===== config.mk =====
export PLATFORM = sky130hd
export DESIGN_NAME = midi_byte_resampled_serializer_flat
export DESIGN_NICKNAME = d
export VERILOG_FILES = /design/src/rtl/mbrs_pkg.sv /design/src/rtl/mbrs_if.sv /design/src/rtl/mbrs_byte_store.sv /design/src/rtl/midi_byte_resampled_serializer.sv /design/src/flat_wrapper.sv
export SDC_FILE = /design/constraint.sdc
export NUM_CORES = 1
export LEC_CHECK = 0
export BUFFER_PORTS_ARGS = -buffer_cell sky130_fd_sc_hd__clkbuf_2
export CAP_MARGIN = 25
export CORE_MARGIN = 1
export CORE_UTILIZATION = 40
export DETAILED_ROUTE_END_ITERATION = 8
export MAX_ROUTING_LAYER = met4
export PLACE_DENSITY = 0.56
export SYNTH_ARGS = -nofsm -noshare
export SYNTH_HDL_FRONTEND = slang
export SYNTH_SLANG_ARGS = --single-unit

===== constraint.sdc =====
create_clock -name clock -period 7 [get_ports clock]
set_input_delay 1.4 -clock clock [delete_from_list [all_inputs] [get_ports clock]]
set_output_delay 1.4 -clock clock [all_outputs]
set_load 0.03 [all_outputs]

===== src/rtl/mbrs_pkg.sv =====
// Shared constants, result type and sample encoder for the MIDI byte serializer.
`default_nettype none

package mbrs_pkg;

   localparam int QUEUE_SAMPLES_DEFAULT = 2048;
   localparam int SAMPLES_PER_BYTE      = 16;
   localparam int POS_W                 = 4;
   localparam int LEN_SAMPLES_W         = 12;

   typedef enum logic {
      OP_TICK = 1'b0,
      OP_BYTE = 1'b1
   } op_type;

   typedef struct packed {
      logic sample_bit;
      logic queue_was_empty;
   } rsp_type;

   // Line sample at position pos of a byte: two start samples of 1, twelve data
   // samples where data sample j carries the inverse of bit (2j+1)/3, then two stop
   // samples of 0.
   function automatic logic sample_of(input logic [7:0] data, input logic [POS_W-1:0] pos);
      logic s;
      unique case (pos)
         4'd0, 4'd1: s = 1'b1;
         4'd2:       s = ~data[0];
         4'd3:       s = ~data[1];
         4'd4:       s = ~data[1];
         4'd5:       s = ~data[2];
         4'd6:       s = ~data[3];
         4'd7:       s = ~data[3];
         4'd8:       s = ~data[4];
         4'd9:       s = ~data[5];
         4'd10:      s = ~data[5];
         4'd11:      s = ~data[6];
         4'd12:      s = ~data[7];
         4'd13:      s = ~data[7];
         default:    s = 1'b0;
      endcase
      return s;
   endfunction

endpackage

`default_nettype wire


===== src/rtl/mbrs_if.sv =====
// Request and response channel interfaces of the MIDI byte serializer.
`default_nettype none

interface mbrs_req_if;
   logic       valid;
   logic       ready;
   logic       opcode;
   logic [7:0] data_byte;
   logic       first_of_message;
   logic [7:0] message_length;

   modport source (output valid, output opcode, output data_byte,
                   output first_of_message, output message_length, input ready);
   modport sink   (input valid, input opcode, input data_byte,
                   input first_of_message, input message_length, output ready);
endinterface

interface mbrs_rsp_if;
   logic valid;
   logic ready;
   logic sample_bit;
   logic queue_was_empty;

   modport source (output valid, output sample_bit, output queue_was_empty, input ready);
   modport sink   (input valid, input sample_bit, input queue_was_empty, output ready);
endinterface

`default_nettype wire


===== src/rtl/mbrs_byte_store.sv =====
// Byte queue memory with a registered read port and write-to-read bypass.
`default_nettype none

module mbrs_byte_store #(
   parameter int DEPTH = 128
) (
   input  wire logic                     clock,
   input  wire logic                     wr_en,
   input  wire logic [$clog2(DEPTH)-1:0] wr_addr,
   input  wire logic [7:0]               wr_data,
   input  wire logic [$clog2(DEPTH)-1:0] rd_addr,
   output logic      [7:0]               rd_data
);

   logic [7:0] mem [DEPTH];
   logic [7:0] rd_data_ff;

   always_ff @(posedge clock) begin
      if (wr_en) begin
         mem[wr_addr] <= wr_data;
      end
   end

   // A byte written in the same cycle as its slot is read comes straight through.
   always_ff @(posedge clock) begin
      if (wr_en && (wr_addr == rd_addr)) begin
         rd_data_ff <= wr_data;
      end else begin
         rd_data_ff <= mem[rd_addr];
      end
   end

   assign rd_data = rd_data_ff;

endmodule

`default_nettype wire


===== src/rtl/midi_byte_resampled_serializer.sv =====
// Top level of the MIDI byte serializer for a 48 kHz one-bit sample line.
//
// The block takes one request per cycle while ready is high. A byte request of an
// admitted message is stored in a ring of QUEUE_SAMPLES/16 bytes (rounded up) if a
// slot is free, and gives no response; a tick request gives one response through a
// registered two-entry output buffer, so requests keep flowing while one response
// waits. Once two responses are waiting, ready stays low until the response side
// takes one. The byte being serialized is held in the store's read register, which
// is refetched from the next slot whenever a byte finishes; the write-to-read bypass
// in the store covers a byte written into that slot in the same cycle. The store
// needs no clearing after reset, as only slots holding queued bytes reach the line.
`default_nettype none

module midi_byte_resampled_serializer #(
   parameter int QUEUE_SAMPLES = mbrs_pkg::QUEUE_SAMPLES_DEFAULT
) (
   input wire logic   clock,
   input wire logic   reset,
   mbrs_req_if.sink   req_chan,
   mbrs_rsp_if.source rsp_chan
);

   localparam int DEPTH = (QUEUE_SAMPLES + 15) / 16;
   localparam int AW    = $clog2(DEPTH);
   localparam int CNT_W = $clog2(DEPTH + 1);
   localparam int SW    = CNT_W + mbrs_pkg::POS_W;
   localparam int CW    = (SW > mbrs_pkg::LEN_SAMPLES_W) ? SW : mbrs_pkg::LEN_SAMPLES_W;
   localparam int POS_W = mbrs_pkg::POS_W;

   logic [AW-1:0]    write_slot_ff, write_slot_in;
   logic [AW-1:0]    read_slot_ff, read_slot_in;
   logic [CNT_W-1:0] stored_ff, stored_in;
   logic [POS_W-1:0] pos_ff, pos_in;
   logic             admitted_ff, admitted_in;

   logic             accept, tick, enq;
   logic             wr_en;
   logic [7:0]       head_byte;
   logic [CW-1:0]    queued, free_space, need;
   logic             queue_empty;
   mbrs_pkg::rsp_type tick_rsp;

   mbrs_pkg::rsp_type out_q_ff [2];
   logic [1:0]        out_cnt_ff, out_cnt_in;
   logic              pop;
   logic              tick_to_head;

   assign req_chan.ready = (out_cnt_ff != 2'd2);
   assign accept = req_chan.valid && req_chan.ready;
   assign tick   = accept && (req_chan.opcode == mbrs_pkg::OP_TICK);
   assign enq    = accept && (req_chan.opcode == mbrs_pkg::OP_BYTE);

   // Free space is the sample budget less what is still waiting to go out.
   always_comb begin
      queued = CW'({stored_ff, {POS_W{1'b0}}}) - CW'(pos_ff);
      if (queued >= CW'(QUEUE_SAMPLES)) begin
         free_space = '0;
      end else begin
         free_space = CW'(QUEUE_SAMPLES) - queued;
      end
      need = CW'({req_chan.message_length, {POS_W{1'b0}}});
   end

   assign queue_empty = (stored_ff == '0);

   always_comb begin
      write_slot_in = write_slot_ff;
      read_slot_in  = read_slot_ff;
      stored_in     = stored_ff;
      pos_in        = pos_ff;
      admitted_in   = admitted_ff;
      wr_en         = 1'b0;
      if (enq) begin
         if (req_chan.first_of_message) begin
            admitted_in = (free_space >= need);
         end
         if (admitted_in && (stored_ff < CNT_W'(DEPTH))) begin
            wr_en         = 1'b1;
            write_slot_in = (write_slot_ff == AW'(DEPTH - 1)) ? '0 : write_slot_ff + 1'b1;
            stored_in     = stored_ff + 1'b1;
         end
      end else if (tick && !queue_empty) begin
         if (pos_ff == POS_W'(mbrs_pkg::SAMPLES_PER_BYTE - 1)) begin
            pos_in       = '0;
            read_slot_in = (read_slot_ff == AW'(DEPTH - 1)) ? '0 : read_slot_ff + 1'b1;
            stored_in    = stored_ff - 1'b1;
         end else begin
            pos_in = pos_ff + 1'b1;
         end
      end
   end

   always_ff @(posedge clock) begin
      if (reset) begin
         write_slot_ff <= '0;
         read_slot_ff  <= '0;
         stored_ff     <= '0;
         pos_ff        <= '0;
         admitted_ff   <= 1'b0;
      end else begin
         write_slot_ff <= write_slot_in;
         read_slot_ff  <= read_slot_in;
         stored_ff     <= stored_in;
         pos_ff        <= pos_in;
         admitted_ff   <= admitted_in;
      end
   end

   mbrs_byte_store #(
      .DEPTH (DEPTH)
   ) u_store (
      .clock   (clock),
      .wr_en   (wr_en),
      .wr_addr (write_slot_ff),
      .wr_data (req_chan.data_byte),
      .rd_addr (read_slot_in),
      .rd_data (head_byte)
   );

   always_comb begin
      tick_rsp.queue_was_empty = queue_empty;
      tick_rsp.sample_bit      = queue_empty ? 1'b0 : mbrs_pkg::sample_of(head_byte, pos_ff);
   end

   // Two-entry response buffer; entry 0 is the one on offer.
   assign pop          = rsp_chan.valid && rsp_chan.ready;
   assign out_cnt_in   = out_cnt_ff - {1'b0, pop} + {1'b0, tick};
   assign tick_to_head = tick && ((out_cnt_ff - {1'b0, pop}) == 2'd0);

   always_ff @(posedge clock) begin
      if (reset) begin
         out_cnt_ff <= '0;
      end else begin
         out_cnt_ff <= out_cnt_in;
      end
   end

   always_ff @(posedge clock) begin
      if (tick_to_head) begin
         out_q_ff[0] <= tick_rsp;
      end else if (pop) begin
         out_q_ff[0] <= out_q_ff[1];
      end
      if (tick && !tick_to_head) begin
         out_q_ff[1] <= tick_rsp;
      end
   end

   assign rsp_chan.valid           = (out_cnt_ff != 2'd0);
   assign rsp_chan.sample_bit      = out_q_ff[0].sample_bit;
   assign rsp_chan.queue_was_empty = out_q_ff[0].queue_was_empty;

endmodule

`default_nettype wire


===== src/flat_wrapper.sv =====
// flat-port wrapper written by rule: the top's interface ports become plain ports
module midi_byte_resampled_serializer_flat 
#(
   parameter int QUEUE_SAMPLES = mbrs_pkg::QUEUE_SAMPLES_DEFAULT
)
  (clock, reset, req_chan_valid, req_chan_opcode, req_chan_data_byte, req_chan_first_of_message, req_chan_message_length, req_chan_ready, rsp_chan_valid, rsp_chan_sample_bit, rsp_chan_queue_was_empty, rsp_chan_ready);
  mbrs_req_if req_chan_i ();
  mbrs_rsp_if rsp_chan_i ();
  input wire logic clock;
  input wire logic reset;
  input wire logic [$bits(req_chan_i.valid)-1:0] req_chan_valid;
  input wire logic [$bits(req_chan_i.opcode)-1:0] req_chan_opcode;
  input wire logic [$bits(req_chan_i.data_byte)-1:0] req_chan_data_byte;
  input wire logic [$bits(req_chan_i.first_of_message)-1:0] req_chan_first_of_message;
  input wire logic [$bits(req_chan_i.message_length)-1:0] req_chan_message_length;
  output wire logic [$bits(req_chan_i.ready)-1:0] req_chan_ready;
  output wire logic [$bits(rsp_chan_i.valid)-1:0] rsp_chan_valid;
  output wire logic [$bits(rsp_chan_i.sample_bit)-1:0] rsp_chan_sample_bit;
  output wire logic [$bits(rsp_chan_i.queue_was_empty)-1:0] rsp_chan_queue_was_empty;
  input wire logic [$bits(rsp_chan_i.ready)-1:0] rsp_chan_ready;
  assign req_chan_i.valid = req_chan_valid;
  assign req_chan_i.opcode = req_chan_opcode;
  assign req_chan_i.data_byte = req_chan_data_byte;
  assign req_chan_i.first_of_message = req_chan_first_of_message;
  assign req_chan_i.message_length = req_chan_message_length;
  assign req_chan_ready = req_chan_i.ready;
  assign rsp_chan_valid = rsp_chan_i.valid;
  assign rsp_chan_sample_bit = rsp_chan_i.sample_bit;
  assign rsp_chan_queue_was_empty = rsp_chan_i.queue_was_empty;
  assign rsp_chan_i.ready = rsp_chan_ready;
  midi_byte_resampled_serializer #(.QUEUE_SAMPLES(QUEUE_SAMPLES)) u_core (.clock(clock), .reset(reset), .req_chan(req_chan_i), .rsp_chan(rsp_chan_i));
endmodule

==> run summary, run 1 <==
Ys flop type = edfxtp_1
Worst slew pin tran = 1.15 ns
Final hold slack = 0.464 ns
Inserted Clock Buffers = 105
Proportion of layout cells with a drive suffix above 1 = 0.218
Number of global-route vias before repair = 22.1k
Pin count of the biggest net entering global routing = 86
Initial antenna violation count = 0
Quantity of gates resized following cts = 0
First-pass GRT wire length = 160000 um
Seq/Total Area, Yosys = 0.744
Hold Crit Class = reg -> reg
Number of remaining DRC errors = 0
Skew final = 0.0311 ns
CTS tree = built
Syn_area_per_cell = 19.1 sq um
Initial DRC Count = 2374
Cell Area, Placed = 44200 sq um
Final Critical Period = 6.07 ns
Worst Path Arrival = 6.37 ns
Standard cell core area = 105000 sq um
Max clock buf depth = 3
Post-CTS setup repair buffer count = 0
Routed vias/inst = 5.83
Buffers on Ports = 25
TritonCTS sink count = 1064
Final Cycle Share = 0.868
Design Area, Final = 47800 sq um
RSZ-0062 raised after global routing = false
Max-slew violations = 0
Commonest cells after routing, fill and taps aside = edfxtp_1, mux4_2, nor2_1
Net Count, Synth = 2272
Mapped Cells = 2226
Final Non-Filler Cells = 3749
Cell Area, Synth = 42400 sq um
Leakage power = 14.5 nW
Relative slew slack = 0.211
Via count = 21.9k
Crit end category = flip-flop
Yosys Warn Count = 0
Crit path cell chain = inv_1 > ha_1 > nor3b_1 > a21oi_1 > or3_1 > a211oi_1 > nand2_1 > nor3_1 > xnor2_1 > nor2_1 > ha_1 > a21oi_1 > nor2b_1 > o21ai_0 > and3b_1 > o311a_4 > nor3_1 > buf_4 > nand4b_1 > buf_12 > nor2_1
Power Dens Cells = 292 nW/um^2
Ys async rst share = 0
Rows = 119
Maxcap violations = 0
Most common cell after layout, fill and taps aside = edfxtp_1
HPWL after detailed placement = 67000 um
Die Wd = 328 um
Clk_lat worst skew = 0.69 ns
I/O pin total = 26
Setup Total Neg Slack = 0 ns
TritonRoute pass-1 iters = 7
Drt wl/cell = 29.3 um
Worst-path fanout max = 13
Layout area overhead = 12.7%
CP max-delay cell = nor3b_1
Tot GR Track Use = 0.213
Chip Height = 328 um
WS Path Type = reg -> reg
Die Footprint = 107000 sq um
Layout Nets = 2318
Post-synth EDFFs = 1028
CP top delay family = simple AND/OR/NAND/NOR gates
Post-synthesis cell type count = 68
Startpoint Class = flip-flop
Clk slew on worst S/H paths = 0.07 ns
Status = complete, no violations
Crit path buffers/inverters = 3
Final hold vios = 0
Crit path largest cell delay = 0.68 ns
Routed Antenna Nets = 0
H-tree Lvls = 3
Power Total = 14.0 mW
Overflow after GRT = 0
# setup viols final = 0
Critical path required time = 7.29 ns
Post-Place Cells = 3554
Max IR drop VDD = 0.000259 V
Initial Util = 0.403
Yosys reg bits = 1064
Post-detailed-routing wire length = 110000 um
Hold buffer count at CTS = 0
GPL Wtd Cong = 0.868
Max frequency = 0.165 GHz
CTS root buffer = clkbuf_16
final timing paths:
check,start,to,slack (ns),depth (start not counted)
hold reg to reg,u_core.admitted_ff,u_core.admitted_ff,0.46,2
setup / recovery,u_core.pos_ff[0],u_core.u_store.mem[101][3],0.93,21
hold / removal,u_core.admitted_ff,u_core.admitted_ff,0.46,2
setup reg to reg,u_core.pos_ff[0],u_core.u_store.mem[101][3],0.93,21
worst register-to-register path: stages (launching register included):
cell and delay (ns):
dfxtp_1 0.45, inv_1 0.17, ha_1 0.37, nor3b_1 0.68, a21oi_1 0.15, or3_1 0.35, a211oi_1 0.26, nand2_1 0.13
nor3_1 0.23, xnor2_1 0.17, nor2_1 0.06, ha_1 0.29, a21oi_1 0.07, nor2b_1 0.11, o21ai_0 0.08, and3b_1 0.19
o311a_4 0.14, nor3_1 0.14, buf_4 0.22, nand4b_1 0.46, buf_12 0.38, nor2_1 0.57
routing by layer:
layer  global-route usage  part of all wire  vias to the layer above
met4               0.0463             0.021                        0
met5                    -                 0                        -
met1                0.298              0.44                    11600
met3               0.0379             0.067                      146
met2                0.328              0.48                      906
li1                     -                 -                     9170
flip-flops by register name, indices dropped and copies added (netlist names), named ones only:
name	count
u_core.read_slot_ff	7
u_core.out_q_ff	4
u_core.out_cnt_ff	2
u_core.u_store.mem	1024
u_core.pos_ff	4
u_core.write_slot_ff	7
u_core.stored_ff	8
u_core.admitted_ff	1
Yosys cell counts, types with 6 or more instances:
master    instances  area share
nand2b_1          6     0.00088
a21oi_1          34      0.0040
buf_2            45      0.0053
buf_1            15      0.0013
a22oi_1          42      0.0074
nor2b_1          20      0.0029
nand4_1           9      0.0013
a32oi_1           8      0.0017
clkbuf_1         68      0.0060
mux4_2          242        0.13
a211oi_1          6      0.0011
nor3_1           16      0.0019
edfxtp_1       1028        0.73
o21ai_0          30      0.0035
o211ai_1          8      0.0014
inv_1            23      0.0020
nor2_1          182       0.016
xor2_1           10      0.0021
o22ai_1          13      0.0019
ha_1             23      0.0068
nand3_1          38      0.0045
nand2_1         105      0.0093
a221oi_1         14      0.0029
a21o_1            6      0.0011
and3_1            6     0.00088
mux2i_1          54       0.013
xnor2_1          16      0.0033
mux2_2           15      0.0040
a31oi_1          16      0.0024
dfxtp_1          36       0.017
cell families (layout without fill, tap and decap cells):
group / Yosys count / after routing / synth area share
buf+inv: 154 / 285 / 0.0154
compound gates: 221 / 221 / 0.0366
flops: 1064 / 1064 / 0.744
other cells: 0 / 1 / 0
fa+ha+maj: 24 / 24 / 0.00725
mux: 311 / 311 / 0.145
simple gates: 426 / 426 / 0.0459
xor+xnor: 26 / 26 / 0.00537
per-stage QoR:
| step | util | setup WS, ns |
|---|---|---|
| 2_1_floorplan | - | 1.77 |
| 3_3_place_gp | 0.420 | 1.08 |
| 6_report | 0.454 | 0.926 |
| 3_5_place_dp | 0.420 | 1.03 |
| 5_1_grt | 0.454 | 0.501 |
| 4_1_cts | 0.454 | 0.994 |
report_power, final:
part,switching (mW),internal (mW),total [mW]
sequential,0.0433,7.03,7.07
clock,2.40,3.48,5.88
combinational,0.621,0.397,1.02
final cells by class:
class	count	area, sq um
fillers	8845	57400
clock buffers	119	2740
clock inverters	73	850
inverters	23	86.3
well taps	1391	1740
flip-flops and latches	1064	31600
repair buffers	70	597
diodes	1	2.50
multi-input cells	1008	10200
Power figures use the tool's default switching activity.
==> run 2: changes to the inputs <==
Settings changed: SYNTH_HIERARCHICAL set to 1.
==> run 2 against run 1 <==
Net effect:
- die area is 0.46% lower
- total power is 2.4% lower
- hold slack better by 0.047 ns
- worst setup slack worse by 0.16 ns
- combinational power is 23% lower
- largest cell class unchanged
- count of clock-buffer cells in the layout is 21 higher
- clock skew is 0.0042 ns lower
- critical endpoint is now u_core/u_store/mem[118][0]
- non-clock buffer count is 5 higher
==> run summary, run 2 <==
I/O pin total = 26 (unchanged)
Layout Nets = 2083 (-10%)
GPL Wtd Cong = 0.817 (-5.9%)
Final hold vios = 0 (unchanged)
Sequential power share = 0.519 (+0.013)
CP Capture Point = u_core/u_store/mem[118][0]
Die Footprint = 107000 sq um (-0.46%)
Initial DRC Count = 2044 (-14%)
Initial antenna violation count = 5 (+5)
Seq/Total Area, Yosys = 0.748 (+0.00346)
Die Wd = 327 um (-0.23%)
Ys async rst share = 0 (unchanged)
# setup viols final = 0 (unchanged)
Number of remaining DRC errors = 0 (unchanged)
Post-synthesis cell type count = 59 (-13%)
Synth area leader = edfxtp_1
Combinational group share of total power = 0.057 (-0.016)
Worst Path Arrival = 6.52 ns (+0.15 ns)
H-tree Lvls = 3 (unchanged)
Reg2reg start = u_core/pos_ff[0]
Commonest cells after routing, fill and taps aside = edfxtp_1, mux4_2, nor2_1
Inserted Clock Buffers = 107 (+1.9%)
Proportion of layout cells with a drive suffix above 1 = 0.280 (+0.0612)
Post-route met1 wirelength = 44800 um (-6.4%)
Crit end category = flip-flop
Standard cell core area = 104000 sq um (-1.1%)
Routed vias/inst = 5.75 (-1.4%)
Quantity of gates resized following cts = 0 (unchanged)
Reg2reg setup slack = 0.77 ns (-0.16 ns)
DR WL met2 = 48000 um (-8.5%)
Maxcap violations = 0 (unchanged)
Net Count, Synth = 2002 (-12%)
Critical path required time = 7.29 ns (about the same)
WS Path Type = reg -> reg
Sw Ratio = 0.215 (-0.00471)
Most common cell after layout, fill and taps aside = edfxtp_1
Final Critical Period = 6.23 ns (+0.157 ns)
Overflow after GRT = 0 (unchanged)
Rows = 118 (-0.84%)
CTS tree = built
Worst slew pin tran = 1.02 ns (-0.132 ns)
Max FFs per register = 1024 (unchanged)
Setup Total Neg Slack = 0 ns (unchanged)
Pint = 10.7 mW (-1.8%)
Layout area overhead = 13.0%
Worst Setup SP = u_core/pos_ff[0]
Hold buffer count at CTS = 0 (unchanged)
Post-CTS setup repair buffer count = 0 (unchanged)
CTS root buffer = clkbuf_16
TritonCTS sink count = 1064 (unchanged)
Yosys reg bits = 1064 (unchanged)
Power Total = 13.6 mW (-2.4%)
Post-detailed-routing wire length = 100000 um (-9.1%)
Leakage power = 14.3 nW (-1.5%)
Clk_lat worst skew = 0.67 ns (-0.02 ns)
Number of global-route vias before repair = 20.5k (-7.4%)
Max-slew violations = 0 (unchanged)
Total of fill cells in the finished design = 8593 (-2.8%)
Max frequency = 0.160 GHz (-2.5%)
Max IR drop VDD = 0.000189 V (-27%)
Yosys Warn Count = 6 (+6)
Syn_area_per_cell = 21.6 sq um (+13%)
Status = complete, no violations
Pin count of the biggest net entering global routing = 78 (-9.3%)
HPWL after detailed placement = 61600 um (-8.0%)
RSZ-0062 raised after global routing = false
Met3 Routed Length = 5810 um (-21%)
Worst-path fanout max = 17 (+4)
Most flop-heavy register = u_core/u_store/mem
Post-synth top area share = 0.731 (+0.00338)
Drt wl/cell = 28.5 um (-2.9%)
Routed Antenna Nets = 0 (unchanged)
Mapped Cells = 1957 (-12%)
Hold Crit Class = reg -> reg
Ys flop type = edfxtp_1
Chip Height = 327 um (-0.23%)
Clk slew on worst S/H paths = 0.06 ns (about the same)
Power Dens Cells = 285 nW/um^2 (-2.2%)
Worst r2r path cells = 19 (-9.5%)
Startpoint Class = flip-flop
First-pass GRT wire length = 148000 um (-7.5%)
Via count = 20.2k (-7.7%)
Max clock buf depth = 3 (unchanged)
Biggest regs = u_core/u_store/mem x1024, u_core/stored_ff x8
DR top layer = met4
TritonRoute pass-1 iters = 7 (unchanged)
Clock share of power = 0.424 (+0.003)
Final hold slack = 0.511 ns (+0.0469 ns)
Skew final = 0.0269 ns (-0.00417 ns)
R2r endpoint = u_core/u_store/mem[118][0]
Synth top cells by count = edfxtp_1, mux4_2, nor2_1
Tot GR Track Use = 0.196 (-0.0169)
Buffers on Ports = 25 (unchanged)
Switching pwr = 2.92 mW (-4.5%)
Relative slew slack = 0.316 (+0.106)
Initial Util = 0.406 (+0.00268)
Count leader, synth = edfxtp_1
Post-synth EDFFs = 1028 (unchanged)
Final Cycle Share = 0.890 (+0.0225)
Cell Area, Synth = 42200 sq um (-0.46%)
Synth top area cells = edfxtp_1, mux4_2, dfxtp_1
-- run 2: area by class of cell --
class	instances	area [sq um]	share of cell area
multi-input cells	766	10100	0.212
diodes	1	2.50	0.0000524
clock inverters	62	636	0.0133
repair buffers	75	614	0.0129
flip-flops and latches	1064	31600	0.662
well taps	1380	1730	0.0362
inverters	24	90.1	0.00189
clock buffers	140	2940	0.0615
-- run 2: kinds of logic after synthesis --
| group | Yosys count | share of synthesized area |
|---|---|---|
| and+or+nand+nor | 293 | 0.0320 |
| xor gates and xnor gates | 23 | 0.00509 |
| AOI/OAI and AO/OA | 74 | 0.0116 |
| buffers and inverters | 127 | 0.0131 |
| DFF | 1064 | 0.748 |
| adders and majority gates | 23 | 0.00699 |
| muxes | 353 | 0.184 |
-- run 2: worst max-delay path, stage by stage (launching register included) --
cell	delay, ns
dfxtp_1	0.43
inv_1	0.16
ha_1	0.29
nor2b_1	0.21
o21ai_0	0.17
a211oi_1	0.50
o211ai_1	0.17
xnor2_1	0.16
nor2_1	0.07
ha_1	0.29
and4_1	0.24
nand4_1	0.18
a31oi_4	0.23
o21ai_2	0.08
buf_4	0.21
inv_2	0.28
nor2b_1	0.33
nand3_1	0.75
buf_4	0.48
nor2_1	0.61
-- run 2: through the flow --
step	setup slack, ns	area, sq um	utilization	instances
after floorplan	2.37	42200	-	1957
after global placement	1.03	44100	0.423	3301
after global routing	0.294	47700	0.459	3511
after CTS	0.829	47700	0.458	3509
after detailed placement	0.840	44100	0.424	3307
final	0.768	47700	0.459	3512
-- run 2: how the worst min path moves through the flow --
stage	from	to	slack, ns	cells past startpoint
2_1_floorplan	u_core/read_slot_ff[4]	flip-flop	0.45	1
3_3_place_gp	u_core/read_slot_ff[4]	flip-flop	0.48	1
3_5_place_dp	u_core/read_slot_ff[4]	flip-flop	0.48	1
4_1_cts	u_core/read_slot_ff[4]	flip-flop	0.51	1
5_1_grt	u_core/read_slot_ff[4]	flip-flop	0.52	1
6_report	u_core/read_slot_ff[4]	flip-flop	0.51	1
-- run 2: power by group through the flow --
stage          Sequential, mW  Combinational [mW]  Clock, mW
2_1_floorplan            7.19               0.504          0
3_3_place_gp             7.20               0.763          0
3_5_place_dp             7.20               0.784          0
4_1_cts                  7.06               0.787       5.91
5_1_grt                  7.07               0.879       6.15
6_report                 7.06               0.783       5.78
-- run 2: layer usage --
layer	vias up	track usage
met3	107	0.0230
met4	0	0.0422
met2	715	0.299
met5	-	-
li1	8348	-
met1	11000	0.286
==> run 3: changes to the inputs <==
--- a/config.mk
+++ b/config.mk
@@ -14,2 +14,3 @@
 export PLACE_DENSITY = 0.56
+export RECOVER_POWER = 25
 export SYNTH_ARGS = -nofsm -noshare
--- a/constraint.sdc
+++ b/constraint.sdc
@@ -3,2 +3,2 @@
 set_output_delay 1.4 -clock clock [all_outputs]
-set_load 0.03 [all_outputs]
+set_load 0.005 [all_outputs]
==> run 3 against run 2 <==
Net effect:
- the flow now finishes with violations (max-capacitance violations, max-slew violations)
- critical endpoint unchanged
- final area barely moved
- wire length hardly changed
- total power shrank 0.15%
- count of clock-buffer cells in the layout is the same
- clock skew up 0.00059 ns
- highest routed layer unchanged
- hold slack unchanged
- core utilization is essentially flat
- clock power about the same
- die area is the same
- sequential power about the same
- register-to-register slack is essentially flat
- via count is 0.23% higher
==> run summary, run 3 (synthesized netlist as in run 2, its figures left out) <==
Initial DRC Count = 2044 (unchanged)
Number of global-route vias before repair = 20.5k (unchanged)
TritonRoute pass-1 iters = 5 (-2)
First-pass GRT wire length = 148000 um (unchanged)
Worst slew pin tran = 4.06 ns (+3.04 ns)
Initial antenna violation count = 5 (unchanged)
Pin count of the biggest net entering global routing = 78 (unchanged)
Layout area overhead = 12.9% (about the same)
Inserted Clock Buffers = 107 (unchanged)
Most flop-heavy register = u_core/u_store/mem
Crit path largest cell delay = 0.74 ns (about the same)
Quantity of gates resized following cts = 0 (unchanged)
Biggest regs = u_core/u_store/mem x1024, u_core/stored_ff x8
Final Non-Filler Cells = 3512 (unchanged)
Setup WS pre-CTS = 0.840 ns (unchanged)
# setup viols final = 0 (unchanged)
Routed vias/inst = 5.76 (+0.23%)
Final hold vios = 0 (unchanged)
Post-detailed-routing wire length = 100000 um (about the same)
Most common cell after layout, fill and taps aside = edfxtp_1
Max-slew violations = 544 (+544)
Drt wl/cell = 28.5 um (about the same)
Commonest cells after routing, fill and taps aside = edfxtp_1, mux4_2, nor2_1
Max IR drop VDD = 0.000189 V (about the same)
Hold Crit Class = reg -> reg
Clk slew on worst S/H paths = 0.06 ns (about the same)
CTS root buffer = clkbuf_16
Pint = 10.7 mW (about the same)
Max frequency = 0.160 GHz (about the same)
Die Footprint = 107000 sq um (unchanged)
Worst Setup Slack, final = 0.765 ns (-0.00380 ns)
Combinational group share of total power = 0.055 (-0.002)
Standard cell core area = 104000 sq um (unchanged)
Final hold slack = 0.511 ns (unchanged)
CP top delay family = simple AND/OR/NAND/NOR gates
Switching pwr = 2.90 mW (-0.93%)
Clk_lat worst skew = 0.67 ns (about the same)
Worst-path fanout max = 17 (unchanged)
Die Wd = 327 um (unchanged)
Post-Place Cells = 3307 (unchanged)
H-tree Lvls = 3 (unchanged)
I/O pin total = 26 (unchanged)
CTS tree = built
Post-CTS setup repair buffer count = 0 (unchanged)
Final core occ = 0.458 (about the same)
Failing checks = max-capacitance violations, max-slew violations
TritonCTS sink count = 1064 (unchanged)
Overflow after GRT = 0 (unchanged)
Crit path cell chain = inv_1 > ha_1 > nor2b_1 > o21ai_0 > a211oi_1 > o211ai_1 > xnor2_1 > nor2_1 > ha_1 > and4_1 > nand4_1 > a31oi_4 > o21ai_2 > buf_4 > inv_2 > nor2b_1 > nand3_1 > buf_4 > nor2_1
CP max-delay cell = nand3_1
GPL Wtd Cong = 0.817 (unchanged)
Layout Nets = 2083 (unchanged)
Initial Util = 0.406 (unchanged)
Sw Ratio = 0.213 (-0.00168)
RSZ-0062 raised after global routing = false
WS Path Type = reg -> reg
Hold buffer count at CTS = 0 (unchanged)
Skew final = 0.0275 ns (+0.000589 ns)
Max clock buf depth = 3 (unchanged)
Final Critical Period = 6.24 ns (+0.00380 ns)
Startpoint Class = flip-flop
Rows = 118 (unchanged)
Crit path buffers/inverters = 4 (unchanged)
Cell Area, Placed = 44100 sq um (unchanged)
Buffers on Ports = 25 (unchanged)
Routed Antenna Nets = 0 (unchanged)
Status = finished with violations
Design Area, Final = 47700 sq um (about the same)
Via count = 20.2k (+0.23%)
Power Dens Cells = 285 nW/um^2 (about the same)
Critical path required time = 7.29 ns (about the same)
Chip Height = 327 um (unchanged)
Setup Total Neg Slack = 0 ns (unchanged)
Clock share of power = 0.425 (about the same)
Max FFs per register = 1024 (unchanged)
Number of remaining DRC errors = 0 (unchanged)
Power Total = 13.6 mW (-0.15%)
Relative slew slack = -1.71 (-2.03)
Worst Path Arrival = 6.53 ns (about the same)
HPWL after detailed placement = 61600 um (unchanged)
Proportion of layout cells with a drive suffix above 1 = 0.276 (-0.00375)
Maxcap violations = 8 (+8)
Tot GR Track Use = 0.196 (unchanged)
Leakage power = 14.2 nW (-0.20%)
Sequential power share = 0.520 (about the same)
Final Cycle Share = 0.891 (about the same)
Crit end category = flip-flop
[run 3: layout make-up]
class                      instances  area, sq um
fill                            8595        56400
sequential                      1064        31600
multi-input combinational        766        10100
clock buffer                     140         2940
tap                             1380         1730
clock inverter                    62          636
timing repair buffer              75          584
inverter                          24         90.1
antenna                            1         2.50
[run 3: final timing paths]
kind	startpoint	end	slack, ns	depth (start not counted)
min	u_core/read_slot_ff[4]	flip-flop	0.51	1
max	u_core/pos_ff[0]	u_core/u_store/mem[118][0]	0.76	19
max reg2reg	u_core/pos_ff[0]	u_core/u_store/mem[118][0]	0.76	19
min reg2reg	u_core/read_slot_ff[4]	flip-flop	0.51	1
[run 3: worst register-to-register path, stage by stage (launching register included)]
cell      delay (ns)
dfxtp_1         0.43
inv_1           0.16
ha_1            0.29
nor2b_1         0.20
o21ai_0         0.17
a211oi_1        0.51
o211ai_1        0.17
xnor2_1         0.16
nor2_1          0.07
ha_1            0.29
and4_1          0.24
nand4_1         0.19
a31oi_4         0.23
o21ai_2         0.08
buf_4           0.21
inv_2           0.28
nor2b_1         0.34
nand3_1         0.74
buf_4           0.48
nor2_1          0.62
[run 3: layer usage]
| layer | vias up | global-route usage | routed length [um] |
|---|---|---|---|
| met5 | - | - | 0 |
| met2 | 736 | 0.299 | 47900 |
| met4 | 0 | 0.0422 | 1410 |
| met1 | 11000 | 0.286 | 44800 |
| li1 | 8350 | - | - |
| met3 | 106 | 0.0230 | 5890 |
[run 3: power groups by stage]
stage | Clock (mW) | Sequential, mW | Combinational, mW
floorplan | 0 | 7.18 | 0.489
global placement | 0 | 7.20 | 0.737
detailed placement | 0 | 7.20 | 0.758
CTS | 5.91 | 7.06 | 0.761
finish | 5.78 | 7.07 | 0.754
global route | 6.15 | 7.08 | 0.852
